**src/rtl/tvpc_ram.sv**
```systemverilog
// ----------------------------------------------------------------------------
// tvpc_ram
// Single-port RAM, one access per cycle (a write also reads the old word), registered read data.
// ----------------------------------------------------------------------------
module tvpc_ram #(
   parameter int WIDTH = 16,
   parameter int DEPTH = 32
) (
   input  logic                     clock,
   input  logic                     wr_en,
   input  logic [$clog2(DEPTH)-1:0] addr,
   input  logic [WIDTH-1:0]         wr_data,
   output logic [WIDTH-1:0]         rd_data
);
   logic [WIDTH-1:0] mem [DEPTH];
   logic [WIDTH-1:0] rd_data_ff;

   always_ff @(posedge clock) begin
      if (wr_en) begin
         mem[addr] <= wr_data;
      end
      rd_data_ff <= mem[addr];
   end

   assign rd_data = rd_data_ff;
endmodule

```
**config.mk**
```make
export PLATFORM = sky130hd
export DESIGN_NAME = tvpc_ram
export DESIGN_NICKNAME = d
export VERILOG_FILES = /design/src/rtl/tvpc_ram.sv
export SDC_FILE = /design/constraint.sdc
export NUM_CORES = 1
export LEC_CHECK = 0
export ABC_CLOCK_PERIOD_IN_PS = 9900
export BUFFER_PORTS_ARGS = -buffer_cell sky130_fd_sc_hd__buf_2
export CORE_MARGIN = 5
export CORE_UTILIZATION = 30
export CTS_BUF_LIST = sky130_fd_sc_hd__clkbuf_16
export CTS_CLUSTER_SIZE = 20
export DETAILED_ROUTE_END_ITERATION = 12
export PLACE_DENSITY = 0.54
export RECOVER_POWER = 25
export SYNTH_ARGS = -nofsm -noshare
export SYNTH_HDL_FRONTEND = slang
export SYNTH_SLANG_ARGS = --single-unit
```
**constraint.sdc**
```tcl
create_clock -name clock -period 9.9 [get_ports clock]
set_clock_uncertainty 0.1 [all_clocks]
set_input_delay 2.97 -clock clock [delete_from_list [all_inputs] [get_ports clock]]
set_output_delay 2.97 -clock clock [all_outputs]
set_load 0.005 [all_outputs]
```
# Yosys cells after proc, flatten, opt, wreduce, memory -nomap -nowiden
# Memories as Yosys holds them, arrays and structs flattened. A register that Yosys moved wholly into a read port is not among the register bits.
# Cells that the tools add are included.
[classes]
n_mux = 2
[op_table]
columns = ["operator", "count"]
rows = [
  ["1-bit two-way mux", 2],
]
[word_totals]
ff_bits = 0
ram_bits = 512
input_bits = 23
output_inout_bits = 16
n_memories = 1
[mem_list]
columns = ["name", "depth", "width", "rd", "rd_ports_with_merged_regs", "write_ports", "line_no", "text"]
rows = [
  ["mem", 32, 16, 1, 1, 1, "15", "logic [WIDTH-1:0] mem [DEPTH];"],
]

# Depth between registers and ports, before layout
[logic_depth]
ltp_word = 2
ltp_mapped = 7
depth_no_buf = 4

# Worst setup path before layout
# Ideal clock, no wire load.
[synth_timing]
path_kind = "input to register"
start = "input port addr[1]"
end = "memory mem[27][0], enable pin"
arrival_time_ns = 5.036
required_time_ns = 9.391
path_slack_ns = 4.355
path_stages = 5
path_buffers = 3
path_cell_list = "buf_2 buf_2 buf_2 nand3_1 nor3_1"
[synth_rtl]
columns = ["element", "line_no", "text"]
rows = [
  ["start: declaration", "11", "input logic [$clog2(DEPTH)-1:0] addr,"],
  ["end: declaration", "15", ""],
]
# Straight into the memory's write port.

==> results.txt <==
----------------------------------------------------
[Layout]
  Flip-flop and latch area ... approximately 16,000 µm²
  Area of the multi-input gates ... about 4000 µm²
  Post-route core utilization ... 0.3459
  Share of post-route cells with drive strength above 1 ... 0.1204
  Net count, final ... between 1,000 and 1,500
  Number of fill cells in the layout ... 6,184
  Layout overhead on the synthesized area ... 13.83%

[Run status]
  Violations in the final reports ... capacitance limit, slew limit
  Result of the run ... finished with violations

[Clock tree]
  Depth of the CTS H-tree ... 2
  Worst-Skew Late Latency ... 0.57 ns
  Cell at the root of the clock tree ... sky130_fd_sc_hd__clkbuf_16
  CTS buffer count ... 51
  Postcts setup bufs ... 0
  TritonCTS Sinks ... roughly 530
  Maximum buffer depth of the clock tree ... 3
  TritonCTS clock tree ... built
  Hold Buf Count CTS ... 0
  Clock Pin Slew Worst Setup and Hold Paths ... 0.06 ns
  Cts repair resizes ... 0

[STA]
  Relative max-transition margin ... -0.1046
  Number of endpoints failing setup at the final stage ... 0
  Max Transition Viols Final ... 298
  Setup Total Neg Slack ... 0 ns
  Worst Tran Pin Value ... 1.657 ns
  Setup repair after global routing missed its margin ... no
  Maximum clock frequency ... roughly 170 MHz
  Fin worst setup slack ... 4.030 ns
  Post-layout minimum cycle time ... 5.870 ns
  Final number of hold-violating endpoints ... 0
  Post-route clock period utilization ... 0.5930

[Worst setup path]
  FF-to-FF path depth ... 4
  Launch instance of the worst register-to-register path ... mem[18][12]
  Critical Path Source Type ... input port
  Buffers plus inverters on the worst setup path ... 2
  Max incr delay on CP ... 1.10 ns
  Category of cells accounting for the largest share of critical-path delay ... buffers and inverters
  Highest fanout seen on the critical path ... 105
  Crit path capture type ... flip-flop
  Crit-path slowest cell ... sky130_fd_sc_hd__nor4_1
  Endpoint of the worst register-to-register path ... rd_data[12]
  Data arrival time at the worst-slack endpoint ... between 6 and 7 ns
  Ordered list of cells on the worst path ... buf_8 > buf_12 > mux2i_1 > o22ai_1 > nor4_1 > nand2_1
  First element of the critical path ... addr[1]
  Crit path kind ... input port to flip-flop
  Crit path required time ... just over 10 ns
  Setup slack on the worst flop-to-flop path ... approximately 7.7 ns
  Count of cell instances traversed by the critical path ... 6
  Timing endpoint of the critical path ... rd_data[12]

[Global routing]
  Overflow left after global routing ... 0
  GRT Resource Usage Total ... 0.1306
  Pin count of the biggest net entering global routing ... 106
  Number of global-route vias before repair ... 9,873
  Number of antenna violations at the first check in global routing ... 3
  Wire length of the first global-routing pass ... 69,210 µm

[Placed design]
  Global placement routability congestion ... a little over 0.8
  Detail Placement HPWL ... 28,070 µm
  Dpl ws ... 3.587 ns
  IO Port Bufs ... 38

[Drt]
  Total wire length after detailed routing ... 48,340 µm
  Violation count after the first detailed-routing iteration ... between 700 and 800
  Pre-Repair DR Iteration Count ... 5
  Count of nets left with antenna violations after detail routing ... 0
  DR vias/cell ... 4.844
  Average wire per standard cell ... 23.44 µm
  Vias after detailed routing ... 9,988
  Remaining DRCs ... 0

[Power]
  Relative contribution of sequential cells to total power ... 0.561
  Share of total power in combinational logic ... 0.047
  Switching power ... around 0.94 mW
  Peak VDD IR ... between 100 and 150 µV
  Switching fraction of total power ... 0.2114
  Proportion of power drawn by the clock network ... 0.392
  Power per cell area ... 195.3 nW/µm²
  Static power due to leakage ... 7.792 nW
  Internal Pwr Total ... around 3.5 mW

[Synth]
  Post-synthesis area per instance ... 18.46 µm²
  Post-synth design cell area ... approximately 20,000 µm²
  Ys Warns ... 0
  Flip-flop and latch count after synthesis ... 528
  Post-synthesis instance total ... 1,086
  Sequential element share of the synthesized area ... 0.7828
  Number of nets in the synthesized netlist ... 1,109
  Distinct cell type count of the synthesized netlist ... 25

[Worst hold path]
  Number of cells on the worst hold path ... 4
  Type of the most critical hold path ... flip-flop to flip-flop

[Floorplanning]
  Number of cell rows ... 94
  Effective utilization at floorplan ... 0.3039
  Area enclosed by the die boundary ... 72,100 µm²
  Core box area ... 65,980 µm²
  Die W ... ~270 µm
  Die Height ... 268.5 µm
  I/O pin cnt ... 39

[Flow run]
  Max_cap viols ... 9

----------------------------------------------------
worst register-to-register path, cell delays in order (launching register included):
cell and delay (ns):
sky130_fd_sc_hd__edfxtp_1 0.37, sky130_fd_sc_hd__mux2i_1 0.16, sky130_fd_sc_hd__o22ai_1 0.16, sky130_fd_sc_hd__nor4_1 1.10, sky130_fd_sc_hd__nand2_1 0.16
cell type report:
class	instances	share of cell area
Tap cell	864	0.04737
Clock inverter	41	0.007621
Sequential cell	528	0.6877
Multi-Input combinational cell	493	0.1761
Clock buffer	53	0.05811
Timing Repair Buffer	81	0.02286
Antenna cell	2	0.0002193
through the flow:
stage / total power [mW] / std cells / instance area [µm²] / hold WS [ns]
floorplan: 2.651 / 1086 / 20050 / 0.4760
global placement: 2.756 / 1966 / 21330 / 0.5377
detailed placement: 2.758 / 1966 / 21330 / 0.5484
CTS: 4.497 / 2060 / 22830 / 0.5552
global route: 4.612 / 2060 / 22820 / 0.6088
finish: 4.456 / 2062 / 22820 / 0.5533
power by group through the flow:
| stage | Combinational [mW] | Sequential (mW) | Clock, mW |
|---|---|---|---|
| 2_1_floorplan | 0.109 | 2.54 | 0 |
| 3_3_place_gp | 0.211 | 2.54 | 0 |
| 3_5_place_dp | 0.213 | 2.54 | 0 |
| 4_1_cts | 0.214 | 2.50 | 1.78 |
| 5_1_grt | 0.225 | 2.50 | 1.89 |
| 6_report | 0.210 | 2.50 | 1.75 |
routing by layer:
metal,part of all wire,routed length (µm),track usage
met5,0.00027,13,0
met4,0.020,945,0.02961
met3,0.048,2339,0.02555
met2,0.49,23620,0.2199
met1,0.44,21420,0.1768
cells in the mapped netlist, drive strengths merged:
master / n / share of area
nand4bb: 6 / 0.0034
mux2i: 256 / 0.13
clkbuf: 12 / 0.0024
nand4: 1 / 0.00031
nand3: 2 / 0.00050
or3: 1 / 0.00031
nand3b: 4 / 0.0015
or4: 1 / 0.00037
dfxtp: 16 / 0.016
nor2: 29 / 0.0054
nand2: 18 / 0.0034
nor4: 32 / 0.010
o22ai: 128 / 0.040
nand4b: 4 / 0.0017
or3b: 3 / 0.0013
buf: 53 / 0.015
or4b: 4 / 0.0022
nor3: 4 / 0.0010
edfxtp: 512 / 0.77
registers in the layout, summed over array words and instances (netlist names):
signal,flops
mem,512
rd_data,16
layout by cell type, fill, tap and decap left out, types with 16 or more instances in the layout:
master	instances
sky130_fd_sc_hd__buf_2	26
sky130_fd_sc_hd__buf_4	42
sky130_fd_sc_hd__clkbuf_16	53
sky130_fd_sc_hd__clkinv_1	16
sky130_fd_sc_hd__dfxtp_1	16
sky130_fd_sc_hd__edfxtp_1	512
sky130_fd_sc_hd__mux2i_1	256
sky130_fd_sc_hd__nand2_1	18
sky130_fd_sc_hd__nor2_1	29
sky130_fd_sc_hd__nor4_1	32
sky130_fd_sc_hd__o22ai_1	127
worst min-delay path by stage:
stage,start,endpoint
after CTS,mem[25][11],rd_data[11]
after global routing,mem[9][13],rd_data[13]
after detailed placement,mem[25][11],rd_data[11]
after global placement,mem[0][12],rd_data[12]
final,mem[25][11],rd_data[11]
after floorplan,mem[20][14],rd_data[14]
cell families after synthesis:
logic type	Yosys count	share of synthesized area
AND/OR/NAND/NOR	109	0.03139
flip-flops	528	0.7828
AO/OA/AOI/OAI	128	0.04025
multiplexers	256	0.1278
buffers and inverters	65	0.01772
Power figures use the tool's default switching activity.
